File: config.mk
export PLATFORM = sky130hd
export DESIGN_NAME = unsigned_to_padded_decimal_text_flat
export DESIGN_NICKNAME = d
export VERILOG_FILES = /design/src/rtl/core/updt_pkg.sv /design/src/rtl/core/updt_if.sv /design/src/rtl/core/updt_datapath.sv /design/src/rtl/core/updt_ctrl.sv /design/src/rtl/core/unsigned_to_padded_decimal_text.sv /design/src/flat_wrapper.sv
export SDC_FILE = /design/constraint.sdc
export NUM_CORES = 1
export LEC_CHECK = 0
export ABC_AREA = 1
export BUFFER_PORTS_ARGS = -buffer_cell sky130_fd_sc_hd__buf_2
export CAP_MARGIN = 25
export CORE_MARGIN = 1
export CORE_UTILIZATION = 39
export DETAILED_ROUTE_END_ITERATION = 16
export GPL_ROUTABILITY_DRIVEN = 0
export GPL_TIMING_DRIVEN = 1
export PLACE_DENSITY_LB_ADDON = 0.2
export SETUP_SLACK_MARGIN = 0.02
export SLEW_MARGIN = 20
export SYNTH_ARGS = -nofsm -noshare
export SYNTH_HDL_FRONTEND = slang
export SYNTH_HIERARCHICAL = 1
export SYNTH_SLANG_ARGS = --single-unit
File: constraint.sdc
create_clock -name i_clk -period 2.75 [get_ports i_clk]
set_clock_uncertainty 0.2 [all_clocks]
set_input_delay 0.1375 -clock i_clk [delete_from_list [all_inputs] [get_ports i_clk]]
set_output_delay 0.1375 -clock i_clk [all_outputs]
set_load 0.01 [all_outputs]
File: src/rtl/core/updt_pkg.sv
// ============================================================================
// updt_pkg
// Shared types and constants for the padded decimal text converter.
// ============================================================================
package updt_pkg;

    // Field widths of the words on both channels
    localparam int VALUE_BITS = 64;
    localparam int MIN_BITS   = 6;
    localparam int CHAR_BITS  = 6;

    // ASCII '0', low six bits
    localparam logic [CHAR_BITS-1:0] ASCII_ZERO = 6'd48;

    // Shift-and-add-3 correction for a radix of ten
    localparam logic [3:0] DABBLE_LIMIT = 4'd5;
    localparam logic [3:0] DABBLE_ADD   = 4'd3;

    // Controller to datapath
    typedef struct packed {
        logic load;   // capture a new input word
        logic conv;   // one binary to BCD step
        logic adv;    // move to the next character position
    } t_cmd;

    // Datapath to controller
    typedef struct packed {
        logic conv_last; // this is the final conversion step
        logic show;      // current position yields a character
        logic last;      // current position is the least significant one
    } t_stat;

endpackage

File: src/rtl/core/updt_if.sv
// ============================================================================
// updt_in_if / updt_out_if
// Valid/ready channels for input words and character words.
// ============================================================================
interface updt_in_if
    import updt_pkg::*;
();
    logic                  valid;
    logic                  ready;
    logic [VALUE_BITS-1:0] value;
    logic [MIN_BITS-1:0]   min_digits;

    modport source (output valid, output value, output min_digits, input ready);
    modport sink   (input valid, input value, input min_digits, output ready);
endinterface

interface updt_out_if
    import updt_pkg::*;
();
    logic                 valid;
    logic                 ready;
    logic [CHAR_BITS-1:0] character;
    logic                 last;

    modport source (output valid, output character, output last, input ready);
    modport sink   (input valid, input character, input last, output ready);
endinterface

File: src/rtl/core/updt_datapath.sv
// ============================================================================
// updt_datapath
// Bit-serial binary to BCD conversion and digit-by-digit character output.
// ============================================================================
module updt_datapath
    import updt_pkg::*;
#(
    parameter int VALUE_WIDTH = 64,
    parameter int MAX_PAD     = 32
) (
    input  logic                  i_clk,
    input  logic                  i_rst_n,
    input  logic [VALUE_BITS-1:0] i_value,
    input  logic [MIN_BITS-1:0]   i_min_digits,
    input  t_cmd                  i_cmd,
    output t_stat                 o_stat,
    output logic [CHAR_BITS-1:0]  o_character
);

    // decimal digits needed for the widest value
    localparam int NDIG  = (VALUE_WIDTH * 30103) / 100000 + 1;
    localparam int BCDW  = 4 * NDIG;
    localparam int P0    = ((NDIG > MAX_PAD) ? NDIG : MAX_PAD) - 1;
    localparam int PW    = (P0 > 0) ? $clog2(P0 + 1) : 1;
    localparam int MINW  = $clog2(MAX_PAD + 1);
    localparam int CW    = (VALUE_WIDTH > 1) ? $clog2(VALUE_WIDTH) : 1;
    localparam int CMPW  = ((PW > MINW) ? PW : MINW) + 1;

    logic [VALUE_WIDTH-1:0] r_bin, n_bin;
    logic [BCDW-1:0]        r_bcd, n_bcd;
    logic [MINW-1:0]        r_min, n_min;
    logic [PW-1:0]          r_pos, n_pos;
    logic [CW-1:0]          r_cnt, n_cnt;
    logic                   r_seen, n_seen;

    logic [BCDW-1:0]        adj_bcd;
    logic [MIN_BITS:0]      min_ext;
    logic [MIN_BITS:0]      min_sat;
    logic [CMPW-1:0]        pos_ext;
    logic [CMPW-1:0]        minr_ext;
    logic                   in_bcd;
    logic [3:0]             cur_digit;

    // add 3 to each digit of 5 or more ahead of the shift
    always_comb begin
        for (int d = 0; d < NDIG; d++) begin
            if (r_bcd[4*d +: 4] >= DABBLE_LIMIT) begin
                adj_bcd[4*d +: 4] = r_bcd[4*d +: 4] + DABBLE_ADD;
            end else begin
                adj_bcd[4*d +: 4] = r_bcd[4*d +: 4];
            end
        end
    end

    // saturate the minimum to MAX_PAD
    always_comb begin
        min_ext = {1'b0, i_min_digits};
        if (32'(min_ext) > MAX_PAD) begin
            min_sat = (MIN_BITS + 1)'(MAX_PAD);
        end else begin
            min_sat = min_ext;
        end
    end

    assign pos_ext   = CMPW'(r_pos);
    assign minr_ext  = CMPW'(r_min);
    assign in_bcd    = (32'(r_pos) < NDIG);
    assign cur_digit = in_bcd ? r_bcd[BCDW-1 -: 4] : 4'd0;

    assign o_stat.conv_last = (r_cnt == '0);
    assign o_stat.last      = (r_pos == '0);
    assign o_stat.show      = r_seen || (pos_ext < minr_ext) || (cur_digit != 4'd0)
                              || (r_pos == '0);
    assign o_character      = ASCII_ZERO + {2'b00, cur_digit};

    always_comb begin
        n_bin  = r_bin;
        n_bcd  = r_bcd;
        n_min  = r_min;
        n_pos  = r_pos;
        n_cnt  = r_cnt;
        n_seen = r_seen;
        if (i_cmd.load) begin
            n_bin  = i_value[VALUE_WIDTH-1:0];
            n_bcd  = '0;
            n_min  = MINW'(min_sat);
            n_pos  = PW'(P0);
            n_cnt  = CW'(VALUE_WIDTH - 1);
            n_seen = 1'b0;
        end else if (i_cmd.conv) begin
            {n_bcd, n_bin} = {adj_bcd, r_bin} << 1;
            n_cnt = r_cnt - 1'b1;
        end else if (i_cmd.adv) begin
            if (in_bcd) begin
                n_bcd = r_bcd << 4;
            end
            n_pos = r_pos - 1'b1;
            if (o_stat.show) begin
                n_seen = 1'b1;
            end
        end
    end

    always_ff @(posedge i_clk) begin
        r_bin <= n_bin;
        r_bcd <= n_bcd;
        r_min <= n_min;
    end

    always_ff @(posedge i_clk) begin
        if (!i_rst_n) begin
            r_pos  <= '0;
            r_cnt  <= '0;
            r_seen <= 1'b0;
        end else begin
            r_pos  <= n_pos;
            r_cnt  <= n_cnt;
            r_seen <= n_seen;
        end
    end

endmodule

File: src/rtl/core/updt_ctrl.sv
// ============================================================================
// updt_ctrl
// Sequencer: accept, convert, then step through the character positions.
// ============================================================================
module updt_ctrl
    import updt_pkg::*;
(
    input  logic  i_clk,
    input  logic  i_rst_n,
    input  logic  i_in_valid,
    output logic  o_in_ready,
    output logic  o_out_valid,
    input  logic  i_out_ready,
    input  t_stat i_stat,
    output t_cmd  o_cmd
);

    localparam logic [1:0] ST_IDLE = 2'd0;
    localparam logic [1:0] ST_CONV = 2'd1;
    localparam logic [1:0] ST_EMIT = 2'd2;

    logic [1:0] r_state, n_state;

    always_comb begin
        n_state     = r_state;
        o_in_ready  = 1'b0;
        o_out_valid = 1'b0;
        o_cmd       = '0;
        unique case (r_state)
            ST_IDLE: begin
                o_in_ready = 1'b1;
                if (i_in_valid) begin
                    o_cmd.load = 1'b1;
                    n_state    = ST_CONV;
                end
            end
            ST_CONV: begin
                o_cmd.conv = 1'b1;
                if (i_stat.conv_last) begin
                    n_state = ST_EMIT;
                end
            end
            ST_EMIT: begin
                o_out_valid = i_stat.show;
                if (!i_stat.show) begin
                    o_cmd.adv = 1'b1;
                end else if (i_out_ready) begin
                    o_cmd.adv = 1'b1;
                    if (i_stat.last) begin
                        n_state = ST_IDLE;
                    end
                end
            end
            default: begin
                n_state = ST_IDLE;
            end
        endcase
    end

    always_ff @(posedge i_clk) begin
        if (!i_rst_n) begin
            r_state <= ST_IDLE;
        end else begin
            r_state <= n_state;
        end
    end

endmodule

File: src/rtl/core/unsigned_to_padded_decimal_text.sv
// ============================================================================
// unsigned_to_padded_decimal_text
// Unsigned binary word in, zero-padded ASCII decimal characters out.
// ============================================================================
// One input word (value, min_digits) at a time. The low VALUE_WIDTH bits of
// value are converted to BCD by shift-and-add-3, one bit a cycle. The
// characters then leave most significant first, one word per cycle while the
// sink is ready, with leading '0's until at least min_digits characters
// (capped at MAX_PAD) have gone; a zero value with no minimum gives a single
// '0'. last marks the final character. The output walks a position counter
// down from max(MAX_PAD, digit count) - 1 to 0, where the digit count is 20
// for a 64-bit value; suppressed leading positions give no character. The
// next word is taken in the cycle after the last character is accepted.
// Nothing is kept between words.
// ============================================================================
module unsigned_to_padded_decimal_text
    import updt_pkg::*;
#(
    parameter int VALUE_WIDTH = 64,
    parameter int MAX_PAD     = 32
) (
    input  logic       i_clk,
    input  logic       i_rst_n,
    updt_in_if.sink    i_in,
    updt_out_if.source o_out
);

    t_cmd  cmd;
    t_stat stat;

    // sequencer
    updt_ctrl u_ctrl (
        .i_clk       (i_clk),
        .i_rst_n     (i_rst_n),
        .i_in_valid  (i_in.valid),
        .o_in_ready  (i_in.ready),
        .o_out_valid (o_out.valid),
        .i_out_ready (o_out.ready),
        .i_stat      (stat),
        .o_cmd       (cmd)
    );

    // conversion and character datapath; payload held in registers while stalled
    updt_datapath #(
        .VALUE_WIDTH (VALUE_WIDTH),
        .MAX_PAD     (MAX_PAD)
    ) u_datapath (
        .i_clk        (i_clk),
        .i_rst_n      (i_rst_n),
        .i_value      (i_in.value),
        .i_min_digits (i_in.min_digits),
        .i_cmd        (cmd),
        .o_stat       (stat),
        .o_character  (o_out.character)
    );

    assign o_out.last = stat.last;

endmodule
File: src/flat_wrapper.sv
// flat-port wrapper written by rule: the top's interface ports become plain ports
module unsigned_to_padded_decimal_text_flat import updt_pkg::*;
#(
    parameter int VALUE_WIDTH = 64,
    parameter int MAX_PAD     = 32
)
  (i_clk, i_rst_n, i_in_valid, i_in_value, i_in_min_digits, i_in_ready, o_out_valid, o_out_character, o_out_last, o_out_ready);
  updt_in_if i_in_i ();
  updt_out_if o_out_i ();
  input  logic i_clk;
  input  logic i_rst_n;
  input wire logic [$bits(i_in_i.valid)-1:0] i_in_valid;
  input wire logic [$bits(i_in_i.value)-1:0] i_in_value;
  input wire logic [$bits(i_in_i.min_digits)-1:0] i_in_min_digits;
  output wire logic [$bits(i_in_i.ready)-1:0] i_in_ready;
  output wire logic [$bits(o_out_i.valid)-1:0] o_out_valid;
  output wire logic [$bits(o_out_i.character)-1:0] o_out_character;
  output wire logic [$bits(o_out_i.last)-1:0] o_out_last;
  input wire logic [$bits(o_out_i.ready)-1:0] o_out_ready;
  assign i_in_i.valid = i_in_valid;
  assign i_in_i.value = i_in_value;
  assign i_in_i.min_digits = i_in_min_digits;
  assign i_in_ready = i_in_i.ready;
  assign o_out_valid = o_out_i.valid;
  assign o_out_character = o_out_i.character;
  assign o_out_last = o_out_i.last;
  assign o_out_i.ready = o_out_ready;
  unsigned_to_padded_decimal_text #(.VALUE_WIDTH(VALUE_WIDTH), .MAX_PAD(MAX_PAD)) u_core (.i_clk(i_clk), .i_rst_n(i_rst_n), .i_in(i_in_i), .o_out(o_out_i));
endmodule
# ---- Word-level counts from Yosys, hierarchy flattened
# Cells that the tools add are included.
# Widths: inputs -> output; s select.
dict set report word_totals {
  regBits 164
  output_inout_bits 9
  word_cells 124
  input_bits 74
}
dict set report op_classes {
  n_mux 45
  reduce_logical 16
  add_sub_neg 23
  bitwise 2
  order_cmp 23
  n_eq_ne 8
}
# op count
set op_table {}
lappend op_table {{$mux 80} 3}
lappend op_table {{$mux 64} 2}
lappend op_table {{$ge 4x3->1 const B} 20}
lappend op_table {{$mux 4} 20}
lappend op_table {{$add 4x2->4 const B} 19}
lappend op_table {{$mux 5} 3}
lappend op_table {{$mux 6} 2}
lappend op_table {{$mux 2} 5}
lappend op_table {{$mux 1} 8}
lappend op_table {{$ne 2x2->1 const B} 4}
lappend op_table {{$reduce_bool 2->1} 4}
lappend op_table {{$add 5x5->6 const A} 1}
lappend op_table {{$gt 6x6->1 const B} 1}
lappend op_table {{$logic_not 6->1} 1}
lappend op_table {{$lt 5x6->1} 1}
lappend op_table {{$pmux 2 s3} 1}
lappend op_table {{$sub 6x1->6 const B} 1}
lappend op_table {{$logic_not 5->1} 1}
lappend op_table {{$lt 5x5->1 const B} 1}
lappend op_table {{$reduce_and 5->1} 1}
lappend op_table {{$sub 5x1->5 const B} 1}
lappend op_table {{$ne 2x1->1 const B} 2}
lappend op_table {{$reduce_and 2->1} 2}
lappend op_table {{$reduce_bool 4->1} 1}
lappend op_table {{9 further kinds} 12}

# ---- Logic depth before layout (Yosys ltp)
# Gate-level depths: netlist (run 1).
dict set report logic_depth {
  word_depth 10
  depth_mapped 19
  depth_no_buf 18
}

# ---- Hierarchy
# Netlist (run 1), hierarchy kept.
# module seq_area_each_um2 n_inst area_per_inst_um2 cells_per_inst
set modules_own_cells {}
lappend modules_own_cells {updt_datapath 3943.8 1 8969.9 1188}
lappend modules_own_cells {updt_ctrl 40.0 1 128.9 22}

# ---- Least setup slack after synthesis (run 1)
# No wires, ideal clock.
dict set report synth_timing {
  path_kind {reg-to-reg}
  from {register u_core.u_ctrl.r_state[0]}
  to {register u_core.u_datapath.r_bin[0] (enable)}
  arrival_ps 2340
  n_path_buf 1
  path_stages_with_launch 7
  t_required_ps 2131
  path_slack_ps -209
  synth_period_minus_slack_ps 2959
  setup_time_ps 419
  path_cell_list {dfxtp_1 nor2_1 nand2_1 inv_1 buf_2 nor2_1 inv_1}
}
# element line
set synth_lines {}
lappend synth_lines {{from (decl)} updt_ctrl.sv:22} ;# logic [1:0] r_state, n_state;
lappend synth_lines {{from (signal assigned)} updt_ctrl.sv:64} ;# r_state <= n_state;
lappend synth_lines {{to (signal assigned)} updt_datapath.sv:105} ;# r_bin <= n_bin;
lappend synth_lines {{to (decl)} updt_datapath.sv:29} ;# logic [VALUE_WIDTH-1:0] r_bin, n_bin;

==> results of run 1 <==
==> timing repair <==
action	4_1_cts	5_1_grt
endpoints found under the setup margin	0	30
hold buffers	75	0
resized for setup	0	6
endpoints found under the hold margin	84	0
buffers inserted	0	0
==> cells by family after synthesis <==
group / after synthesis
AO/OA/AOI/OAI: 345
XOR/XNOR: 20
adder cells (fa/ha/maj): 48
buffers and inverters: 200
flip-flops: 164
other: 1
AND/OR/NAND/NOR: 432
==> routing by layer <==
| layer | GRT usage [%] | vias up |
|---|---|---|
| li1 | - | 4265 |
| met1 | 24.2 | 3683 |
| met2 | 29.3 | 127 |
| met3 | 3.14 | 18 |
| met4 | 4.62 | 0 |
| met5 | 0 | - |
==> final cells by class <==
class                      count  area (um^2)  share of cell area [%]
sequential                   164         3990                    35.7
tap                          313          392                    3.50
clock buffer                  17          425                    3.81
clock inverter                15          153                    1.37
timing repair buffer         174         1390                    12.4
inverter                     140          533                    4.77
multi-input combinational    847         4300                    38.5
==> cell usage after synthesis <==
cell      instances
nand2_1         311
o21ai_0         168
inv_1           136
a21oi_1         133
dfxtp_1          94
edfxtp_1         70
nor2_1           56
nand3_1          50
ha_1             48
clkbuf_1         33
xor2_1           20
buf_2            16
o22ai_1          13
a31oi_1          12
o21ai_1          11
nor3_1            8
buf_6             6
buf_4             4
inv_2             4
nand4_1           2
nor2_2            2
o211ai_1          2
o31ai_1           2
a21boi_0          1
a21oi_2           1
buf_1             1
conb_1            1
nand2_2           1
nand2_4           1
o21a_1            1
o21ai_4           1
or2_2             1
==> metrics by stage <==
| step | util (%) | cell area, um^2 |
|---|---|---|
| after global routing | 49.1 | 11200 |
| after floorplan | - | 9110 |
| after global placement | 43.1 | 9810 |
| after detailed placement | 43.1 | 9810 |
| after CTS | 48.9 | 11100 |
| final | 49.1 | 11200 |
==> final timing paths <==
check | from | cells past startpoint | endpoint
max | u_core/u_datapath/r_min[3] | 16 | u_core/u_datapath/r_bcd[50]
min | i_in_min_digits[5] | 2 | u_core/u_datapath/r_min[5]
max reg2reg | u_core/u_datapath/r_min[3] | 16 | u_core/u_datapath/r_bcd[50]
min reg2reg | u_core/u_datapath/r_bcd[3] | 2 | u_core/u_datapath/r_bcd[3]
==> registers in the layout, indices dropped and copies added (netlist names) <==
register / cells
u_core/u_ctrl/r_state: 2
u_core/u_datapath/r_bcd: 80
u_core/u_datapath/r_bin: 64
u_core/u_datapath/r_cnt: 6
u_core/u_datapath/r_min: 6
u_core/u_datapath/r_pos: 5
u_core/u_datapath/r_seen: 1
==> critical path, delay by kind of cell, from the launching register on <==
family | cells | cell delay (ps)
simple gates | 8 | 790
buf+inv | 4 | 360
fa+ha+maj | 1 | 240
compound gates | 3 | 420
flops | 1 | 360
==> cell usage in the layout, fill, tap and decap left out, types with 2 or more instances in the layout <==
cell type and n:
buf_4 12, nand3_1 50, ha_1 48, a21oi_1 133
nor2_2 3, edfxtp_1 70, nor2_1 54, o31ai_1 2
nor3_1 7, a31oi_1 12, clkinv_4 2, buf_12 6
inv_6 4, o211ai_1 2, inv_1 133, o21ai_1 11
clkinv_8 2, clkbuf_16 18, xor2_1 20, clkinvlp_4 4
nand4_1 2, inv_2 4, o22ai_1 13, dfxtp_1 92
inv_8 4, o21ai_0 168, dlygate4sd3_1 75, nand2_1 311
conb_1 2, dfxtp_2 2, buf_2 80
==> report_power, final <==
group | internal [W] | switching, W
clock network | 0.00121 | 0.00113
registers | 0.00308 | 0.000343
logic | 0.000836 | 0.00133
==> qor.csv, run 1 <==
stage,metric,value,unit
outcome,status,finished clean,
power_and_ir_drop,peakVddDrop,413,uV
critical_path,crit_arrival,2610,ps
final_layout,fin_nets,1466,
critical_path,critPathMaxFanout,7,
clock_network,cts.sinks,164,
route,via_per_inst,4.85,
global_route,grt.total_usage,17.9,%
synth,synth-compound-area-share,19.7,%
timing,rsz0062_at_grt,no,
critical_path,r2r_slack,300,ps
route,firstDrtPassIters,7,
placed_design,placed_cells,1562,
global_route,grt.overflow.total,0,
synth,ys_top_cells_by_area,"edfxtp_1 23%, dfxtp_1 21%, nand2_1 13%, o21ai_0 9.2%, a21oi_1 7.3%",
synth,synth-xor-area-share,1.93,%
critical_path,critPathLaunchType,flop,
floorplan,die_x,155,um
final_layout,antennaDiodeCount,0,
global_route,antenna_found_initial,0,
synth,yosysSeqAreaShare,43.8,%
global_route,grt_max_degree,67,
critical_path,critical_path_class,reg -> reg,
route,wl_met1,10700,um
critical_path,required,2910,ps
timing,maxSlewHeadroom,51.1,%
timing,fmax,408,MHz
global_route,grt_pass1_vias,7486,
route,drtIter0Drc,510,
synth,synthSimpleGateAreaFrac,18.9,%
synth,synthAdderAreaFrac,6.60,%
synth,synth_top_area_cell,edfxtp_1,
critical_path,cp_slowest_stage_delay,360,ps
run,drv_cap,0,
floorplan,top_level_ports,83,
timing,setup_slack,302,ps
route,dr_wl_met3,680,um
timing,finalHoldViolations,0,
synth,synth_top_family_by_area,compound AO/OA/AOI/OAI gates,
critical_path,cp-end-kind,flop,
timing,drv_slew,0,
clock_network,cts_tree,yes,
route,antenna_left,0,
final_layout,stdcell_count,1670,
timing,fin_crit_sh,89.0,%
global_route,grt_pass1_wl,35400,um
floorplan,start_util,39.9,%
clock_network,cts-root-buf,clkbuf_16,
min_path,hold_class,in -> reg,
placed_design,port_buffers,80,
clock_network,cts_buffers,17,
final_layout,synthToLayoutAreaGrowth,22.9,%
timing,fin_tns_setup,0,ps
timing,worst_pin_slew,733,ps
timing,whs,244,ps
placed_design,post-place-ws,245,ps
final_layout,fill_cells,2212,
final_layout,drive_above_1_share,11.1,%
floorplan,die_h,155,um
critical_path,slowest_stage,edfxtp_1,
critical_path,cp_cell_sequence,inv_1 -> ha_1 -> nand2_1 -> nand2_1 -> a21boi_0 -> nand2_1 -> nand3_1 -> inv_1 -> nor2_1 -> nor2_2 -> nand2_1 -> inv_2 -> buf_4 -> a31oi_1 -> o21ai_0 -> nor2_1,
route,wl_met2,9710,um
route,routedWlPerCell,12.8,um
power_and_ir_drop,power.leakage,4.94,nW
timing,setup_violations,0,
clock_network,cts_max_level,4,
clock_network,clk_pin_slew,70,ps
floorplan,placementRows,55,
floorplan,core_area,22800,um^2
synth,yosysWarnings,6,
power_and_ir_drop,power.total,0.00793,W
route,drt-total-wl,21300,um
timing,post-route-min-period,2450,ps
critical_path,cpMostUsedCell,nand2_1,
synth,netlist_area,9100,um^2
synth,syn_inst,1210,
route,drc,0,
synth,synth.area.mux_share,0,%
clock_network,cts_buffer_depth,2,
clock_network,clock_latency,430,ps
synth,ys_ff_latch,164,
synth,synth.distinct_cells,32,
route,num_vias,8093,
route,topRoutingLayerUsed,met4,
floorplan,die_area,23900,um^2
synth,netlist.area_leader.share,23.1,%
placed_design,place_hpwl,12500,um
power_and_ir_drop,p_per_area,710,nW/um^2
synth,syn_avg_cell_area,7.52,um^2
Note: power is estimated with default switching activity, not from simulation.
==> run 2, diff against run 1 <==
- CORE_ASPECT_RATIO: unset -> 1.25
==> run 2 against run 1 <==
- non-clock buffer count fell by 3
- clock-buffer cell count did not move
- clock power barely moved
- critical endpoint is now u_core/u_datapath/r_pos[3]
==> qor.csv, run 2 (synthesized netlist as in run 1, its figures left out) <==
stage,metric,value,unit
outcome,status,finished clean,
timing,setup_violations,0,
critical_path,required,2870,ps
final_layout,fill_cells,2269,
final_layout,final_common_cell,nand2_1,
route,drc,0,
critical_path,critPathLaunchType,flop,
power_and_ir_drop,power.leakage,4.94,nW
global_route,grt_max_degree,87,
final_layout,synthToLayoutAreaGrowth,22.3,%
timing,maxSlewHeadroom,61.4,%
global_route,grt.total_usage,18.3,%
global_route,grt_pass1_vias,7873,
clock_network,clock_latency,440,ps
critical_path,crit_arrival,2680,ps
power_and_ir_drop,p_per_area,713,nW/um^2
timing,fmax,392,MHz
floorplan,core_area,23000,um^2
timing,finalHoldViolations,0,
route,routedWlPerCell,12.7,um
floorplan,start_util,39.6,%
clock_network,clk_pin_slew,70,ps
placed_design,dpl_cell_area,9790,um^2
timing,worst_pin_slew,579,ps
clock_network,cts_tree,yes,
critical_path,cp-end-kind,flop,
final_layout,antennaDiodeCount,0,
run,drv_cap,0,
power_and_ir_drop,peakVddDrop,435,uV
timing,fin_crit_sh,92.8,%
clock_network,postCtsSetupBuffers,0,
final_layout,fin_nets,1463,
route,drtIter0Drc,364,
clock_network,cts-root-buf,clkbuf_16,
floorplan,die_h,173,um
placed_design,place_hpwl,12900,um
timing,drv_slew,0,
floorplan,placementRows,62,
placed_design,port_buffers,80,
final_layout,top_regs,"u_core/u_datapath/r_bcd (80), u_core/u_datapath/r_bin (64)",
final_layout,drive_above_1_share,10.6,%
floorplan,top_level_ports,83,
min_path,hold_class,in -> reg,
final_layout,stdcell_count,1642,
route,num_vias,8165,
clock_network,cts.sinks,164,
timing,rsz0062_at_grt,yes,
global_route,antenna_found_initial,0,
route,firstDrtPassIters,5,
final_layout,final_area,11100,um^2
route,antenna_left,0,
critical_path,cp_cell_sequence,inv_1 -> ha_1 -> inv_1 -> nor2_1 -> nand2_1 -> nand2_1 -> nor2_1 -> nand3_1 -> inv_1 -> nor2_1 -> nor2_1 -> nand2_1 -> inv_2 -> nand3_1 -> xor2_1 -> o21ai_0 -> inv_1,
final_layout,largest_reg_flops,80,
clock_network,cts_buffer_depth,2,
timing,whs,229,ps
clock_network,cts_buffers,17,
critical_path,critical_path_class,reg -> reg,
critical_path,critPathMaxFanout,8,
route,via_per_inst,4.97,
route,drt-total-wl,20900,um
placed_design,placed_cells,1535,
clock_network,cts_max_level,4,
final_layout,regMostFlops,u_core/u_datapath/r_bcd,
critical_path,cp_slowest_stage_delay,390,ps
final_layout,final_util,48.5,%
timing,post-route-min-period,2550,ps
floorplan,die_area,23900,um^2
critical_path,slowest_stage,dfxtp_1,
final_layout,mostFrequentLayoutCells,"311 x nand2_1, 168 x o21ai_0, 133 x inv_1, 133 x a21oi_1, 94 x dfxtp_1",
global_route,grt.overflow.total,0,
floorplan,die_x,139,um
global_route,grt_pass1_wl,36400,um
==> run 2: worst paths after layout <==
check | slack [ps] | from | end | cells after the start
min reg2reg | 260 | u_core/u_datapath/r_bcd[3] | u_core/u_datapath/r_bcd[3] | 2
max | 200 | u_core/u_datapath/r_pos[1] | u_core/u_datapath/r_pos[3] | 17
min | 230 | i_in_min_digits[5] | u_core/u_datapath/r_min[5] | 2
max reg2reg | 200 | u_core/u_datapath/r_pos[1] | u_core/u_datapath/r_pos[3] | 17
==> run 2: cell type report <==
cell class	instances	area, um^2	share of cell area [%]
Sequential cell	164	3980	35.8
Inverter	140	531	4.77
Clock inverter	15	161	1.45
Timing Repair Buffer	171	1370	12.3
Multi-Input combinational cell	847	4300	38.6
Tap cell	288	360	3.24
Clock buffer	17	425	3.82
==> run 2: metal layers <==
| layer | GRT usage, % | share of wire, % | wire (um) | vias to the layer above |
|---|---|---|---|---|
| li1 | - | - | - | 4268 |
| met2 | 33.3 | 50 | 10400 | 120 |
| met5 | 0 | 0 | 0 | - |
| met3 | 2.96 | 3.0 | 637 | 18 |
| met4 | 5.46 | 1.2 | 244 | 0 |
| met1 | 22.1 | 46 | 9690 | 3759 |
==> run 2: power by group <==
| part | internal [W] | switching, W | leakage (nW) | total [W] |
|---|---|---|---|---|
| clock network | 0.00122 | 0.00115 | 0.287 | 0.00236 |
| logic | 0.000832 | 0.00131 | 3.18 | 0.00214 |
| registers | 0.00308 | 0.000344 | 1.48 | 0.00343 |
| total | 0.00513 | 0.00280 | 4.94 | 0.00793 |
==> run 2: repair_timing <==
item	4_1_cts	5_1_grt
setup endpoints to repair	0	18
hold buffers	75	0
endpoints found under the hold margin	81	0
resized for setup	0	1
==> run 2: critical path: cells and delay by family, from the launching register on <==
family | cells | cell delay [ps]
compound gates | 1 | 140
buf+inv | 5 | 450
fa+ha+maj | 1 | 180
xor+xnor | 1 | 140
simple gates | 9 | 930
flops | 1 | 390
==> run 2: stage by stage <==
| step | setup TNS, ps | power [W] | setup slack (ps) |
|---|---|---|---|
| 2_1_floorplan | 0 | 0.00498 | 113 |
| 3_3_place_gp | 0 | 0.00551 | 260 |
| 3_5_place_dp | 0 | 0.00555 | 229 |
| 4_1_cts | 0 | 0.00802 | 209 |
| 5_1_grt | -41.8 | 0.00854 | -17.0 |
| 6_report | 0 | 0.00793 | 197 |
==> run 3, diff against run 2 <==
==> constraint.sdc (replaced) <==
create_clock -name i_clk -period 2.75 [get_ports i_clk]
set_clock_uncertainty 0.2 [all_clocks]
set_input_delay 0.4125 -clock i_clk [delete_from_list [all_inputs] [get_ports i_clk]]
set_output_delay 0.4125 -clock i_clk [all_outputs]
set_load 0.01 [all_outputs]
==> run 3 against run 2 <==
- die area is the same
- clock-buffer cell count is the same
- final cell count shrank 4.6%
- first-iteration DRC count grew 6.6%
- clock power grew 8%
- combinational power shrank 5%
- global-route usage shrank 0.89 points
- worst hold slack lost 200 ps
- sequential power is essentially flat
- sequential cell count is the same
- worst setup slack lost 36 ps
- critical endpoint is now o_out_valid
- largest power group unchanged
- highest routed layer unchanged
==> qor.csv, run 3 (synthesized netlist as in run 1, its figures left out) <==
stage,metric,value,unit
timing,fmax,386,MHz
route,drc,0,
final_layout,drive_above_1_share,11.2,%
route,routedWlPerCell,12.7,um
route,firstDrtPassIters,4,
timing,drv_slew,0,
global_route,grt_max_degree,68,
critical_path,critPathMaxFanout,5,
power_and_ir_drop,p_per_area,769,nW/um^2
global_route,grt_pass1_wl,34800,um
critical_path,required,2140,ps
timing,rsz0062_at_grt,yes,
critical_path,cp-end-kind,output port,
floorplan,placementRows,62,
final_layout,synthToLayoutAreaGrowth,14.5,%
power_and_ir_drop,clkPwrFrac,31.7,%
clock_network,cts-root-buf,clkbuf_16,
critical_path,cp_slowest_stage_delay,430,ps
floorplan,die_area,23900,um^2
floorplan,die_x,139,um
critical_path,crit_arrival,1980,ps
power_and_ir_drop,intPower,0.00524,W
final_layout,regMostFlops,u_core/u_datapath/r_bcd,
floorplan,core_area,23000,um^2
critical_path,slowest_stage,dfxtp_1,
timing,post-route-min-period,2590,ps
min_path,hold_class,in -> reg,
critical_path,critical_path_class,reg -> out,
placed_design,place_hpwl,12900,um
power_and_ir_drop,combPwrFrac,25.5,%
route,drt-total-wl,19900,um
outcome,status,finished clean,
floorplan,start_util,39.6,%
final_layout,antennaDiodeCount,0,
critical_path,crit_family,flip-flops,
floorplan,die_h,173,um
route,num_vias,7827,
timing,setup_violations,0,
clock_network,postCtsSetupBuffers,0,
floorplan,top_level_ports,83,
route,antenna_left,0,
global_route,grt_pass1_vias,7519,
final_layout,mostFrequentLayoutCells,"310 x nand2_1, 168 x o21ai_0, 133 x inv_1, 133 x a21oi_1, 94 x dfxtp_1",
clock_network,cts_tree,yes,
timing,maxSlewHeadroom,61.6,%
route,drtIter0Drc,388,
power_and_ir_drop,seqPwrFrac,42.8,%
clock_network,cts_max_level,4,
critical_path,cp.buffers_inverters,3,
final_layout,top_regs,"u_core/u_datapath/r_bcd (80), u_core/u_datapath/r_bin (64)",
critical_path,cp_cell_sequence,ha_1 -> inv_1 -> nor2_1 -> a21boi_0 -> nand2_1 -> nand3_1 -> inv_1 -> nor2_1 -> buf_2,
placed_design,port_buffers,80,
global_route,grt.total_usage,17.4,%
global_route,antenna_found_initial,0,
final_layout,final_common_cell,nand2_1,
power_and_ir_drop,swShare,34.6,%
clock_network,cts_buffer_depth,2,
timing,worst_pin_slew,576,ps
critical_path,critPathLaunchType,flop,
final_layout,largest_reg_flops,80,
route,via_per_inst,4.99,
power_and_ir_drop,p_switching,0.00277,W
power_and_ir_drop,power.leakage,4.64,nW
timing,fin_crit_sh,94.1,%
clock_network,cts_buffers,17,
global_route,grt.overflow.total,0,
clock_network,clock_latency,430,ps
timing,fin_tns_setup,0,ps
final_layout,fin_nets,1388,
clock_network,cts.sinks,164,
power_and_ir_drop,peakVddDrop,459,uV
timing,finalHoldViolations,0,
clock_network,clk_pin_slew,80,ps
run,drv_cap,0,
placed_design,post-place-ws,243,ps
timing,setup_slack,161,ps
[run 3: changes by cell type in the layout (fill, tap and decap cells not counted), moves of 2 or more]
cell,change
inv_6,-2
inv_8,+3
dlygate4sd3_1,-74
clkinv_4,-2
bufinv_16,+2
[run 3: timing repair]
item | 4_1_cts | 5_1_grt
endpoints found under the setup margin | 0 | 9
hold buffers | 1 | 0
gates resized for setup | 0 | 3
endpoints found under the hold margin | 1 | 0
[run 3: power by group through the flow]
stage / clock, W / sequential, W / combinational (W)
2_1_floorplan: 0 / 0.00337 / 0.00160
3_3_place_gp: 0 / 0.00347 / 0.00203
3_5_place_dp: 0 / 0.00348 / 0.00206
4_1_cts: 0.00261 / 0.00343 / 0.00207
5_1_grt: 0.00270 / 0.00351 / 0.00241
6_report: 0.00254 / 0.00343 / 0.00204
[run 3: cell type report]
class | count | area (um^2)
Fill cell | 2334 | 12500
Multi-Input combinational cell | 847 | 4300
Timing Repair Buffer | 96 | 614
Inverter | 140 | 531
Sequential cell | 164 | 3980
Tap cell | 288 | 360
Clock inverter | 15 | 204
Clock buffer | 17 | 425
[run 3: metal layers]
metal	wire length (um)	GRT usage, %	vias up
li1	-	-	4127
met5	0	0	-
met4	227	5.69	0
met2	9850	31.2	122
met3	607	2.99	15
met1	9250	21.1	3563
[run 3: stage by stage]
step | instance area (um^2) | instances | hold WS, ps | power, W | util (%)
final | 10400 | 1567 | 32.1 | 0.00801 | 45.4
after CTS | 10400 | 1567 | 11.6 | 0.00812 | 45.3
after global placement | 9770 | 1534 | 252 | 0.00550 | 42.5
after detailed placement | 9770 | 1534 | 257 | 0.00554 | 42.5
after floorplan | 9110 | 1211 | 231 | 0.00498 | -
after global routing | 10400 | 1567 | 31.6 | 0.00862 | 45.4
[run 3: worst paths after layout]
kind                                   start                     endpoint  slack [ps]  cells after the start
setup reg to reg  u_core/u_datapath/r_pos[4]  u_core/u_datapath/r_bcd[53]         190                     17
hold reg to reg   u_core/u_datapath/r_bcd[3]   u_core/u_datapath/r_bcd[3]         270                      2
hold / removal                 i_in_value[0]   u_core/u_datapath/r_bin[0]          30                      3
setup / recovery  u_core/u_datapath/r_pos[4]                  o_out_valid         160                      9
[run 3: worst min-delay path, cell delays in order]
cell and delay, ps:
buf_2 80, nand2_1 40, inv_1 40
